--- src/hdl/sfsfeq_pkg.sv ---
// shared constants, payload types, state codes and saturation helpers
// for the stereo five-band slew filter equalizer; no dependencies
package sfsfeq_pkg;

    // number of split-and-sum passes, each with its own filter state
    localparam int PASSES = 2;

    localparam int NUM_SECTIONS = 5;
    localparam int NUM_GAINS = 6;
    localparam int SAMPLE_W = 24;
    localparam int WORD_W = 32;
    localparam int GAIN_W = 15;
    localparam logic [GAIN_W-1:0] GAIN_RESET = 15'd16384;

    // one memory row holds pos (low word) and slew (high word) of one section
    localparam int ROWS = NUM_SECTIONS * 2 * PASSES;
    localparam int ROW_W = $clog2(ROWS);
    localparam int RAM_W = 2 * WORD_W;
    localparam int PASS_W = (PASSES > 1) ? $clog2(PASSES) : 1;
    localparam int SEC_W = $clog2(NUM_SECTIONS);
    localparam logic [PASS_W-1:0] LAST_PASS = PASS_W'(PASSES - 1);
    localparam logic [SEC_W-1:0] LAST_SEC = SEC_W'(NUM_SECTIONS - 1);

    // shared multiplier operand and result widths
    localparam int MUL_A_W = 34;
    localparam int MUL_B_W = 24;
    localparam int PROD_W = MUL_A_W + MUL_B_W;
    localparam int ACC_W = 52;

    // apb register port
    localparam int PDATA_W = 32;
    localparam int PADDR_W = $clog2(NUM_GAINS * 4);
    localparam int RIDX_W = PADDR_W - 2;

    // Q0.24 section coefficients
    localparam logic signed [MUL_B_W-1:0] SECTION_COEF [NUM_SECTIONS] = '{
        24'sd4367431, 24'sd2393698, 24'sd679021, 24'sd203971, 24'sd86395
    };

    typedef struct packed {
        logic signed [SAMPLE_W-1:0] left_sample;
        logic signed [SAMPLE_W-1:0] right_sample;
    } in_t;

    typedef struct packed {
        logic signed [SAMPLE_W-1:0] left_out;
        logic signed [SAMPLE_W-1:0] right_out;
    } out_t;

    typedef logic [NUM_GAINS-1:0][GAIN_W-1:0] gain_array_t;

    typedef enum logic [RIDX_W-1:0] {
        REG_TOP_BAND    = 3'd0,
        REG_BAND_ONE    = 3'd1,
        REG_BAND_TWO    = 3'd2,
        REG_BAND_THREE  = 3'd3,
        REG_BAND_FOUR   = 3'd4,
        REG_BOTTOM_BAND = 3'd5
    } reg_index_t;

    typedef enum logic [3:0] {
        ST_IDLE,
        ST_SLEW,
        ST_POS,
        ST_WRITE,
        ST_BAND,
        ST_BOTTOM,
        ST_TAIL,
        ST_SUM,
        ST_DONE
    } state_t;

    function automatic logic signed [WORD_W-1:0] sat32(input logic signed [39:0] v);
        logic signed [WORD_W-1:0] r;
        if (v > 40'sh007FFFFFFF)
            r = 32'sh7FFFFFFF;
        else if (v < -40'sh0080000000)
            r = 32'sh80000000;
        else
            r = v[WORD_W-1:0];
        return r;
    endfunction

    function automatic logic signed [SAMPLE_W-1:0] sat24(input logic signed [WORD_W-1:0] v);
        logic signed [SAMPLE_W-1:0] r;
        if (v > 32'sh007FFFFF)
            r = 24'sh7FFFFF;
        else if (v < -32'sh00800000)
            r = 24'sh800000;
        else
            r = v[SAMPLE_W-1:0];
        return r;
    endfunction

endpackage

--- src/hdl/sfsfeq_regs.sv ---
// apb register file holding the six Q1.14 band gains
// depends on sfsfeq_pkg
module sfsfeq_regs (
    input  logic                                clk,
    input  logic                                rst_n,
    input  logic                                psel,
    input  logic                                penable,
    input  logic                                pwrite,
    input  logic [sfsfeq_pkg::PADDR_W-1:0]      paddr,
    input  logic [sfsfeq_pkg::PDATA_W-1:0]      pwdata,
    output logic [sfsfeq_pkg::PDATA_W-1:0]      prdata,
    output logic                                pready,
    output sfsfeq_pkg::gain_array_t             gains
);

    sfsfeq_pkg::gain_array_t gains_reg;
    sfsfeq_pkg::gain_array_t gains_next;
    sfsfeq_pkg::reg_index_t  idx;
    logic                    wr_en;
    logic [sfsfeq_pkg::GAIN_W-1:0] wval;
    logic [sfsfeq_pkg::GAIN_W-1:0] rval;

    assign idx = sfsfeq_pkg::reg_index_t'(paddr[sfsfeq_pkg::PADDR_W-1:2]);
    assign wr_en = psel && penable && pwrite;
    assign wval = pwdata[sfsfeq_pkg::GAIN_W-1:0];

    always_comb
    begin
        gains_next = gains_reg;
        if (wr_en)
        begin
            unique case (idx)
                sfsfeq_pkg::REG_TOP_BAND:    gains_next[0] = wval;
                sfsfeq_pkg::REG_BAND_ONE:    gains_next[1] = wval;
                sfsfeq_pkg::REG_BAND_TWO:    gains_next[2] = wval;
                sfsfeq_pkg::REG_BAND_THREE:  gains_next[3] = wval;
                sfsfeq_pkg::REG_BAND_FOUR:   gains_next[4] = wval;
                sfsfeq_pkg::REG_BOTTOM_BAND: gains_next[5] = wval;
                default:                     gains_next = gains_reg;
            endcase
        end
    end

    always_comb
    begin
        unique case (idx)
            sfsfeq_pkg::REG_TOP_BAND:    rval = gains_reg[0];
            sfsfeq_pkg::REG_BAND_ONE:    rval = gains_reg[1];
            sfsfeq_pkg::REG_BAND_TWO:    rval = gains_reg[2];
            sfsfeq_pkg::REG_BAND_THREE:  rval = gains_reg[3];
            sfsfeq_pkg::REG_BAND_FOUR:   rval = gains_reg[4];
            sfsfeq_pkg::REG_BOTTOM_BAND: rval = gains_reg[5];
            default:                     rval = '0;
        endcase
    end

    always_ff @(posedge clk or negedge rst_n)
    begin
        if (!rst_n)
        begin
            gains_reg <= {sfsfeq_pkg::NUM_GAINS{sfsfeq_pkg::GAIN_RESET}};
        end
        else
        begin
            gains_reg <= gains_next;
        end
    end

    assign prdata = {{(sfsfeq_pkg::PDATA_W - sfsfeq_pkg::GAIN_W){1'b0}}, rval};
    assign pready = 1'b1;
    assign gains = gains_reg;

endmodule

--- config.mk ---
export PLATFORM = sky130hd
export DESIGN_NAME = sfsfeq_regs
export DESIGN_NICKNAME = d
export VERILOG_FILES = /design/src/hdl/sfsfeq_pkg.sv /design/src/hdl/sfsfeq_regs.sv
export SDC_FILE = /design/constraint.sdc
export NUM_CORES = 1
export LEC_CHECK = 0
export ABC_CLOCK_PERIOD_IN_PS = 2200
export BUFFER_PORTS_ARGS = -buffer_cell sky130_fd_sc_hd__buf_2
export CAP_MARGIN = 15
export CORE_MARGIN = 5
export CORE_UTILIZATION = 45
export CTS_BUF_LIST = sky130_fd_sc_hd__clkbuf_16
export CTS_CLUSTER_DIAMETER = 40
export DETAILED_ROUTE_END_ITERATION = 12
export PLACE_DENSITY = 0.85
export SLEW_MARGIN = 20
export SYNTH_ARGS = -nofsm -noshare
export SYNTH_HDL_FRONTEND = slang
export SYNTH_SLANG_ARGS = --single-unit
--- constraint.sdc ---
create_clock -name clk -period 2.2 [get_ports clk]
set_clock_uncertainty 0.2 [all_clocks]
set_input_delay 0.33 -clock clk [delete_from_list [all_inputs] [get_ports clk]]
set_output_delay 0.33 -clock clk [all_outputs]
set_load 0.01 [all_outputs]
Word-level counts from Yosys, hierarchy flattened
Cells that the tools add are included.
{ "word_totals": {"regBits": 90, "input_bits": 42, "word_cells": 21} }
{ "op_classes": {"eq_ne": 5, "muxes": 1, "reduce_logical": 9} }
{ "op_table": {"columns": ["operator", "n"], "rows": [
  ["15-bit one-hot mux with 6 select lines", 1],
  ["2-bit AND reduction", 6],
  ["3-bit by 2-bit equality test with 1-bit output (second input constant)", 2],
  ["3-bit equality test (second input constant)", 2],
  ["3-bit by 1-bit equality test with 1-bit output (second input constant)", 1],
  ["3-bit zero test", 1],
  ["1-bit logical AND", 2]
]} }

Longest topological paths before layout
{ "depth": {"ltp_word": 3, "depth_mapped": 6, "depth_no_buf": 3} }

Worst setup path after synthesis
Ideal clock, no wire load.
{ "synth_path": {"path_type": "input port to output port", "start": "in paddr[2] (netlist bit)", "end": "out prdata[14] (netlist bit)", "arrival_time_ns": 1.308, "t_required_ns": 1.670, "setup_slack_ns": 0.362, "cell_stages": 4, "path_buffers": 2, "cell_sequence": "buf_4 clkbuf_1 nor2_1 a311o_1"} }
{ "synth_between": {"elab_chain_cells": 2, "word_cells_on_any_way": 7} }
{ "synth_rtl": {"columns": ["item", "line", "text"], "rows": [
  ["start: declaration", "sfsfeq_regs.sv:9", "input logic [sfsfeq_pkg::PADDR_W-1:0] paddr,"],
  ["3-bit equality test (tied with other cells)", "sfsfeq_regs.sv:46", "unique case (idx)"],
  ["15-bit one-hot mux with 6 select lines *", "sfsfeq_regs.sv:46", null],
  ["end: declaration", "sfsfeq_regs.sv:11", "output logic [sfsfeq_pkg::PDATA_W-1:0] prdata,"]
]} }
Mark *: on every way between the ends. The rest lies on a longest branch, timed or not.

Worst setup path after layout
{ "layout_path": {"start": "in paddr[2] (netlist bit)", "end": "out prdata[11] (netlist bit)"} }
Same word-level chain as after synthesis.

==> run metrics <==
HPWL after detailed placement 8450 um; Placed Area 5240 um^2; first-pass GRT wire length 18200 um; non-filler instance count after layout 599; Final TNS setup 0 ps; final setup fails 0; area grow syn2layout 25.3%; max cap viols 0; Clock Path Buffers 2; synthesized instance count 318; Pleak 2.79 nW; Post-synth EDFFs 0; clk sink count 90; syn_area_per_cell 13.8 um^2; area fraction of the dominant cell type after synthesis 0.479; CP Class input port to primary output; vias in the first global route 3261; dpl cells 582; DR vias 3113; Largest register FFs 90; Core Rows 36; GPL Wtd Cong 0.797; Root Driver clkbuf_16; Yosys cell types 31; antenna violations before repair 0; # DRC 0; Routed WL 11500 um; # IOs 165; yosys warns 0; Port Buf Inserts 127; Final min period 2050 ps; Routed WL per cell 19.2 um; largest net degree at the start of global routing 51; Initial Utilization 0.455; crit-path max FO 21; drt pass-1 iters 4; ANT cells 0; Synth area leader dfrtp_1; HP Class input port to flip-flop; die height 109 um; gr usage total 0.204; Critical Path RT 1670 ps; VDD IR max 416 uV; number of buffers created by CTS 9; final hold vios 0; die footprint 11800 um^2; Worst setup EP type primary output; worst-skew pair later-pin latency 330 ps; die width 109 um; power per cell area 881 nW/um^2; gr ovfl total 0; startpoint types input port; Peak Freq 0.489 GHz; crit share post-route 0.930; Core ar. 9640 um^2; via/cell ratio 5.20; RSZ-0062 raised after global routing no; register bit count reported by yosys 90; fillers 809; Mapped Area 4390 um^2; Clk pin slew, worst setup/hold paths 60 ps; antenna-violating nets left 0; TritonCTS clock tree done; Max Slew Vio Count 0; Synth top cells by count mux2_2, dfrtp_1, mux2i_1; Design Area, Final 5500 um^2; Synth area leaders dfrtp_1, mux2_2, mux2i_1, buf_4, dfstp_2; H-tree levels 3; layout cells sized above 1 0.582; fin nets 503; sequential cell area fraction in the yosys report 0.515; CP Data Arrival Time 1520 ps; post-cts sizing count 0; Synth async-reset ratio 1.00; most frequent cell after synthesis mux2_2; ys flop type dfrtp_1; 1st-iter DRT viols 91; status finished clean
[through the flow]
stage / utilization / power [mW] / hold slack (ps) / worst slack, ps
after floorplan: - / 2.95 / -166 / 362
after global placement: 0.543 / 3.50 / 14.7 / 108
after detailed placement: 0.543 / 3.56 / 18.6 / 106
after CTS: 0.571 / 4.91 / 85.1 / 145
after global routing: 0.571 / 5.14 / 97.1 / 65.5
final: 0.571 / 4.85 / 101 / 155
[worst paths after layout]
kind	depth (start not counted)	slack [ps]	to	startpoint
max	6	150	prdata[11]	paddr[2]
min reg2reg	1	330	gains[21]	gains[21]
max in group asynchronous	3	990	gains[15]	rst_n
min	2	100	gains[63]	pwdata[3]
max reg2reg	1	1210	gains[50]	gains[50]
min in group asynchronous	2	220	gains[76]	rst_n
[layout by cell type (no fill, tap or decap), types with 6 or more instances in the layout]
| cell type | instances |
|---|---|
| clkbuf_16 | 9 |
| o221ai_1 | 12 |
| mux2_2 | 95 |
| dfrtp_1 | 84 |
| buf_2 | 126 |
| buf_4 | 21 |
| nand3_1 | 7 |
| conb_1 | 18 |
| dfstp_2 | 6 |
| mux2i_1 | 30 |
[timing repair]
item,CTS,global route
setup buffers,0,0
hold endpoints to repair,62,0
setup endpoints to repair,0,0
hold buffers,1,0
[critical path, cell delays in order]
cell,delay [ps]
buf_2,190
buf_12,200
mux2_2,340
a21oi_1,150
o221ai_1,130
buf_2,160
[logic make-up after synthesis]
family                 share of synthesized area
flip-flops                                 0.515
multiplexers                               0.312
other                                    0.00171
AO/OA/AOI/OAI                             0.0479
buffers and inverters                     0.0613
AND/OR/NAND/NOR                           0.0619
[routing by layer]
metal | up-vias | GRT usage | part of all wire
li1 | 1423 | - | -
met1 | 1570 | 0.277 | 0.44
met2 | 113 | 0.333 | 0.48
met3 | 7 | 0.0485 | 0.072
met4 | 0 | 0.0487 | 0.0082
met5 | - | 0 | 0
[layout make-up]
cell class,count,area (um^2),share of cell area
Multi-Input combinational cell,206,1920,0.349
Sequential cell,90,2260,0.411
Clock buffer,9,225,0.0409
Clock inverter,7,27.5,0.00500
Tap cell,133,166,0.0303
Timing Repair Buffer,153,898,0.163
Inverter,1,3.75,0.000682
[power breakdown]
group	total [mW]	switching (mW)	internal, mW
Combinational	1.27	0.628	0.640
Clock	1.33	0.587	0.739
Sequential	2.25	0.255	2.00
No activity file was read; power rests on OpenSTA's default activity.
