==> config.mk <==
export PLATFORM = sky130hd
export DESIGN_NAME = sfsfeq_ram
export DESIGN_NICKNAME = d
export VERILOG_FILES = /design/src/hdl/sfsfeq_ram.sv
export SDC_FILE = /design/constraint.sdc
export NUM_CORES = 1
export LEC_CHECK = 0
export CORE_MARGIN = 2
export CORE_UTILIZATION = 50
export CTS_CLUSTER_DIAMETER = 60
export DETAILED_ROUTE_END_ITERATION = 6
export DONT_BUFFER_PORTS = 1
export RECOVER_POWER = 50
export SKIP_LAST_GASP = 1
export SYNTH_ARGS = -nofsm -noshare
export SYNTH_HDL_FRONTEND = slang
export SYNTH_SLANG_ARGS = --single-unit
export TNS_END_PERCENT = 100
==> constraint.sdc <==
create_clock -name clk -period 6 [get_ports clk]
set_input_delay 1.2 -clock clk [delete_from_list [all_inputs] [get_ports clk]]
set_output_delay 1.2 -clock clk [all_outputs]
set_load 0.02 [all_outputs]
==> src/hdl/sfsfeq_ram.sv <==
// generic single-write, single-read memory with registered read data
// no dependencies
module sfsfeq_ram #(
    parameter int WIDTH = 64,
    parameter int DEPTH = 20
) (
    input  logic                     clk,
    input  logic                     we,
    input  logic [$clog2(DEPTH)-1:0] waddr,
    input  logic [WIDTH-1:0]         wdata,
    input  logic [$clog2(DEPTH)-1:0] raddr,
    output logic [WIDTH-1:0]         rdata
);

    logic [WIDTH-1:0] mem_reg [DEPTH];
    logic [WIDTH-1:0] rdata_reg;

    always_ff @(posedge clk)
    begin
        if (we)
        begin
            mem_reg[waddr] <= wdata;
        end
        rdata_reg <= mem_reg[raddr];
    end

    assign rdata = rdata_reg;

endmodule

# --- Yosys cells after proc, flatten, opt, wreduce, memory -nomap -nowiden ---
# Memories as Yosys holds them, arrays and structs flattened. A register that Yosys moved wholly into a read port is not among the register bits.
# Cells that the tools add are included.
totals:
  register_bits: 0
  ramBits: 1280
  input_bits: 76
  wordCells: 3
  memories: 1
memory_table:
  columns: ["name", "words", "word_bits", "read_ports", "rd_clocked_by_memory_dff", "write_ports", "line_no", "source"]
  rows:
  - ["mem_reg", 20, 64, 1, 1, 1, "15", "logic [WIDTH-1:0] mem_reg [DEPTH];"]
classes:
  n_mux: 2
ops:
  columns: ["op", "count"]
  rows:
  - ["two-way mux 1 bit", 2]

# --- Logic depth before layout (Yosys ltp) ---
# Gate-level depths: netlist of run 1.
logic_depth:
  depth_word: 2
  depth_mapped: 8
  ltp_nobuf: 4

# --- Worst setup path after synthesis of run 1 ---
# Ideal clock, no wire load.
synth_timing:
  path_kind: "input to register"
  from: "in waddr[1]"
  to: "mem mem_reg[12][0], enable pin"
  arrival_ns: 4.429
  required_time_ns: 5.514
  slack_ns: 1.084
  cell_stages: 2
  path_cell_list: "or3b_2 > nor2_1"
synth_rtl:
  columns: ["element", "line_no", "source"]
  rows:
  - ["from (decl)", "9", "input logic [$clog2(DEPTH)-1:0] waddr,"]
  - ["to (decl)", "15", null]
# No word-level cell before the write port.

==> run summary, run 1 <==
Final Slew Violations - 661
Reg-to-Reg Start - mem_reg[7][61]
CTS root buf - clkbuf_16
Sequential-to-total area share from yosys stat - 78.75%
Final Cycle Share - 70.27%
Initial Utilization - 50.44%
WS Path Type - in2reg
Vias in the first global route - 24955
Setup Fix Bufs, Post-CTS - 0
Fmax - 237.2 MHz
R2R setup slack - 4.38 ns
DIE AREA - 0.1034 mm^2
Clock transition at path regs - 0.06 ns
CTS hold repair buffers - 0
Worst Setup Start Kind - primary input
DR pass1 iterations - 5
Final setup vio count - 0
Via count - 24491
Hpwl dp - 58400 um
Maximum vdd ir drop - 0.2179 mV
Worst Setup SP - raddr[0]
FF-to-FF path depth - 3
Synthesis-stage register bit count - 1344
Synth unique cells - 32
Routed WL per cell - 27.37 um
RSZ-0062 raised after global routing - false
Nets - 2801
Final Instance Count excl. Fillers - 4133
Yosys warns - 0
Leak Pwr - 18.78 nW
Area grow syn2layout - 11.23%
DRC Markers - 0
Number of flip-flops in the largest register - 1280
Crit path capture type - flip-flop
Slew Limit Headroom - -132.8%
Maxcap violations - 5
CTS H-Tree Depth - 4
Avg Vias per Cell - 5.926
Placed cell count - 3881
Routed wire length - 113100 um
Post_cts resized - 0
Final setup TNS - 0 ns
Yosys top cell area share - 76.21%
Final Hold Viols - 0
Share of layout cells above drive strength 1 - 13.26%
Status - complete, but fails checks
Layout fillers - 7480
CTS sink count - 1344
I/O Pins - 140
Core Rows - 116
Placer congestion estimate - 0.7489
Die Y-Extent - 321.6 um
First-pass GRT wire length - 166600 um
GR Util All Layers - 22.06%
Top cells by area, synth - edfxtp_1 76%, mux2i_1 9.1%, mux4_2 2.9%, dfxtp_1 2.5%, mux2_2 1.2%
Final min period - 4.216 ns
Die W - 321.6 um
Syn_area_per_cell - 18.81 um^2
Setup Skew - 0.02783 ns
Mapped Nets - 2758
Number of diodes - 0
Worst skew pair latency - 0.73 ns
Commonest non-fill, non-tap cell in the layout - edfxtp_1
Failing checks - max-capacitance violations, max-slew violations
GRT overflow - 0
Post-synth top area cell - edfxtp_1
Initial DRC count - 2402
Initial antenna violation count - 1
Pwr dens - 341.8 mW/mm^2
CTS tree - done
Syn Std Cell Area - 0.05044 mm^2
Crit path required time - 6.62 ns
Mapped Cells - 2682
Worst-Margin Slew - 3.493 ns
Worst hold path class - in2reg
PnR Total Power - 19.18 mW
Antenna violation net count after detailed routing - 0
Maximum fanout along the worst path - 576
I/O Buffers - 0
Hold_ws - 0.5550 ns
Crit path to - rdata[23]
Final core occ - 56.10%
CTS Buf Count - 140
Clk buf depth - 3
WP data arrival - 4.83 ns
Commonest non-fill, non-tap cells in the layout - 1280 x edfxtp_1, 458 x mux2i_1, 145 x clkbuf_16
Worst R2R End - rdata[61]
CORE AREA - 0.1000 mm^2
Largest net degree at the start of global routing - 577
[layout make-up]
class	instances	area [um^2]	area share (%)
sequential	1344	39720	70.80
multi-input combinational	1195	10130	18.05
clock buffer	190	3847	6.858
tap	1298	1624	2.895
clock inverter	62	414.1	0.7382
timing repair buffer	44	369.1	0.6579
[synth_stat cells (all sizes together)]
cell type and n:
edfxtp 1280, mux2i 458, nand2 130, nand3 119, buf 85, nor2 85
a21oi 64, a22oi 64, dfxtp 64, mux4 64, o22ai 64, clkbuf 58
a211oi 54, mux2 54, nor3 11, a2111oi 10, nand3b 4, nor2b 3
or3b 3, and2 1, and3b 1, nand2b 1, nand4b 1, nand4bb 1
nor3b 1, or2 1, or3 1
[how the worst min path moves through the flow]
stage                         start         endpoint  slack (ns)  depth (start not counted)
global placement     mem_reg[2][31]        rdata[31]        0.57                          4
finish                    wdata[15]  mem_reg[14][15]        0.56                          0
detailed placement   mem_reg[2][20]        rdata[20]        0.57                          4
floorplan           mem_reg[10][48]        rdata[48]        0.54                          4
CTS                        wdata[4]   mem_reg[12][4]        0.51                          0
global route               wdata[2]   mem_reg[15][2]        0.52                          0
[cell families after synthesis]
logic type | count (synthesis) | synth area share (%)
flip-flops | 1344 | 78.75
multiplexers | 576 | 13.15
AND/OR/NAND/NOR | 363 | 3.161
AO/OA/AOI/OAI | 256 | 3.409
buffers and inverters | 143 | 1.528
[power breakdown]
group          internal (mW)  total [mW]  switching [mW]
clock network           4.62        8.05            3.42
registers               10.4        10.6           0.130
logic                  0.285       0.569           0.285
total                   15.3        19.2            3.84
[critical path, stage by stage]
cell and delay (ns):
mux4_2 1.69, nand2_1 0.20, nand3_1 0.11
[metal layers]
| metal | share of wire [%] | vias to the layer above | global-route usage [%] |
|---|---|---|---|
| met5 | 0 | - | 0 |
| met4 | 1.5 | 0 | 5.275 |
| met3 | 6.6 | 126 | 4.370 |
| met2 | 46 | 739 | 33.58 |
| met1 | 46 | 12827 | 33.01 |
| li1 | - | 10799 | - |
[per-stage QoR]
step                      area (um^2)  worst slack (ns)
after global routing            56100             1.910
after floorplan                 50440             1.084
after global placement          51890             2.234
final                           56100             1.784
after CTS                       56150             2.984
after detailed placement        51890             2.202
Power figures use the tool's default switching activity.
==> run 2: changes to the inputs <==
Settings changed: ABC_AREA set to 1.
Clock period 6 ns to 4.4 ns, I/O delays scaled along.
==> run summary, run 2 <==
Status - complete, but fails checks
Failing checks - max-capacitance violations, max-slew violations, negative setup slack
Sequential-to-total area share from yosys stat - 76.06% (-2.7 points)
Share of layout cells above drive strength 1 - 6.636% (-6.6 points)
Worst Setup Start Kind - primary input
Maxcap violations - 2 (-3)
Top_reg_cell synth - edfxtp_1
Worst Slack Setup Final - -0.1317 ns (-1.915 ns)
Share of flip-flops with an asynchronous set or reset - 0% (unchanged)
Syn Std Cell Area - 0.05222 mm^2 (+3.5%)
Synth unique cells - 15 (-53%)
CTS hold repair buffers - 0 (unchanged)
Largest net degree at the start of global routing - 642 (+11%)
Area grow syn2layout - 11.59%
Post_cts resized - 0 (unchanged)
Final min period - 4.532 ns
CTS root buf - clkbuf_16
CTS Buf Count - 141 (+0.71%)
Initial Utilization - 50.46% (about the same)
Synth cell count leaders - 1536 x nand2_1, 1280 x edfxtp_1, 777 x nand3_1, 148 x nor2_1, 129 x buf_2
Sw Ratio - 21.09% (+1.1 points)
Antenna violation net count after detailed routing - 0 (unchanged)
Worst skew pair latency - 0.75 ns (+0.02 ns)
Via count - 32011 (+31%)
Cell Chain, Critical Path - inv_8, buf_12, nand2_1, nand3_1, nand3_1, nand2_1, nand2_1, nand2_1, nand2_1, nand2_1
Initial antenna violation count - 2 (+1)
Number of flip-flops in the largest register - 1280 (unchanged)
Post-synth EDFFs - 1280 (unchanged)
R2R setup slack - 3.07 ns (-1.31 ns)
DIE AREA - 0.1070 mm^2 (+3.5%)
Xor/xnor share of the synthesized area - 0% (unchanged)
Nets - 4297 (+53%)
DR pass1 iterations - 5 (unchanged)
Number of diodes - 0 (unchanged)
CP peak stage delay - 1.74 ns (+0.05 ns)
CORE AREA - 0.1035 mm^2 (+3.5%)
Setup Skew - 0.02457 ns (-0.003258 ns)
Maximum fanout along the worst path - 641 (+11%)
Worst hold path class - in2reg
Synth Area in Compound Gates - 1.993% (-1.4 points)
CTS sink count - 1344 (unchanged)
Final Slew Violations - 509 (-23%)
CTS H-Tree Depth - 4 (unchanged)
Final core occ - 56.31% (+0.21 points)
Slew Limit Headroom - -115.2% (+18 points)
Maximum vdd ir drop - 0.4020 mV (+84%)
Routed WL per cell - 22.63 um (-17%)
Pwr dens - 464.5 mW/mm^2 (+36%)
Slowest-stage cell, CP - inv_8
Final Cycle Share - 103.0%
Mux cell area share after synthesis - 0% (-13 points)
Most common cell in the netlist - nand2_1
Synthesis-stage register bit count - 1344 (unchanged)
Mapped Nets - 4349 (+58%)
First-pass GRT wire length - 195700 um (+17%)
Final Hold Viols - 0 (unchanged)
Core Rows - 118 (+1.7%)
Post-synthesis simple-gate area fraction - 19.55% (+16 points)
CP dominant cell by count - nand2_1
Worst-Margin Slew - 3.227 ns (-0.2651 ns)
I/O Buffers - 0 (unchanged)
Initial DRC count - 3152 (+31%)
Mapped Cells - 4273 (+59%)
RSZ-0062 raised after global routing - false
WP buf/inv - 2 (+2)
Commonest non-fill, non-tap cells in the layout - 1536 x nand2_1, 1280 x edfxtp_1, 777 x nand3_1
Cell family with most CP delay - buffers and inverters
Multi-input logic area - 0.01137 mm^2 (+12%)
Clk buf depth - 3 (unchanged)
Placer congestion estimate - 0.7378 (-1.5%)
Vias in the first global route - 30828 (+24%)
Logic pwr share - 3.8% (+0.8 points)
Avg Vias per Cell - 5.596 (-5.6%)
Int Power - 21.36 mW (+39%)
GRT overflow - 0 (unchanged)
Die W - 327.2 um (+1.7%)
Clock transition at path regs - 0.06 ns (about the same)
GR Util All Layers - 24.29% (+2.2 points)
Crit path capture type - flip-flop
WP data arrival - 5.21 ns (+0.38 ns)
DRC Markers - 0 (unchanged)
Layout fillers - 8353 (+12%)
Top cells by area, synth - edfxtp_1 74%, nand2_1 11%, nand3_1 7.4%, dfxtp_1 2.5%, buf_2 1.2%
Final Instance Count excl. Fillers - 5720 (+38%)
Reg area - 0.03972 mm^2 (unchanged)
Placed cell count - 5458 (+41%)
WS Path Type - in2reg
PnR Total Power - 27.07 mW (+41%)
Syn_area_per_cell - 12.22 um^2 (-35%)
Final setup vio count - 40 (+40)
CTS tree - done
Reg power frac - 53.1% (-2.0 points)
Setup Fix Bufs, Post-CTS - 0 (unchanged)
Crit path required time - 5.08 ns (-1.54 ns)
Commonest non-fill, non-tap cell in the layout - nand2_1
Hpwl dp - 62530 um (+7.1%)
Die Y-Extent - 327.2 um (+1.7%)
Fmax - 220.7 MHz
Post-synth top area cell - edfxtp_1
Adder-Cell Fraction of Synth Area - 0% (unchanged)
I/O Pins - 140 (unchanged)
Leak Pwr - 20.77 nW (+11%)
Routed wire length - 129400 um (+14%)
Main combinational cell family by area after synthesis - simple AND/OR/NAND/NOR gates
Clock share of power - 43.2% (+1.2 points)
Yosys top cell area share - 73.60% (-2.6 points)
Yosys warns - 0 (unchanged)
Net Switching - 5.708 mW (+49%)
-- run 2: cell types whose count changed after synthesis, moves of 37 or more --
cell,change
mux4_2,-64
clkbuf_1,+37
a211oi_1,-54
o21ai_0,+128
a21oi_1,-64
nand2_1,+1406
buf_2,+104
nor2_1,+63
a22oi_1,-64
mux2_2,-54
mux2i_1,-458
nand3_1,+658
-- run 2: cells by family (layout without fill, tap and decap cells) --
kind of cell / after synthesis / in the layout
DFF: 1344 / 1344
buffers and inverters: 276 / 343
and+or+nand+nor: 2461 / 2461
AOI/OAI and AO/OA: 192 / 192
-- run 2: final cells by class --
cell class	count	area share (%)
clock buffer	206	6.881
tap	1380	2.963
multi-input combinational	2653	19.51
sequential	1344	68.16
clock inverter	56	0.9683
inverter	10	0.1031
timing repair buffer	71	1.417
-- run 2: worst paths after layout --
check	start	end	cells past startpoint
setup / recovery	raddr[0]	rdata[34]	10
hold / removal	wdata[18]	mem_reg[7][18]	0
setup reg to reg	mem_reg[13][1]	rdata[1]	8
hold reg to reg	mem_reg[16][39]	rdata[39]	4
-- run 2: metal layers --
metal	track usage, %	wire, um	vias up
met5	0	10	-
met3	4.318	8646	188
li1	-	-	14954
met2	38.90	61600	1008
met4	6.412	2401	2
met1	34.62	56780	15859
-- run 2: stage by stage --
step | hold slack, ns | TNS [ns] | setup WS [ns] | area (um^2)
CTS | 0.1704 | 0 | 2.153 | 58310
finish | 0.2215 | -2.354 | -0.1317 | 58280
detailed placement | 0.5968 | 0 | 1.464 | 53740
floorplan | 0.5770 | 0 | 0.1163 | 52220
global route | 0.1787 | 0 | 1.669 | 58280
global placement | 0.5834 | 0 | 1.462 | 53740
-- run 2: worst register-to-register path, stage by stage, from the launching register on --
cell and delay [ns]:
edfxtp_1 0.35, nand2_1 0.07, nand3_1 0.14, nand3_1 0.11, nand2_1 0.06, nand2_1 0.12
nand2_1 0.10, nand2_1 0.09, nand2_1 0.14
-- run 2: power by group through the flow --
stage	logic, mW	clock network [mW]	registers [mW]
6_report	1.02	11.7	14.4
5_1_grt	1.13	12.4	14.4
4_1_cts	1.00	11.9	14.4
3_5_place_dp	0.996	0	14.6
3_3_place_gp	0.989	0	14.6
2_1_floorplan	0.849	0	14.6
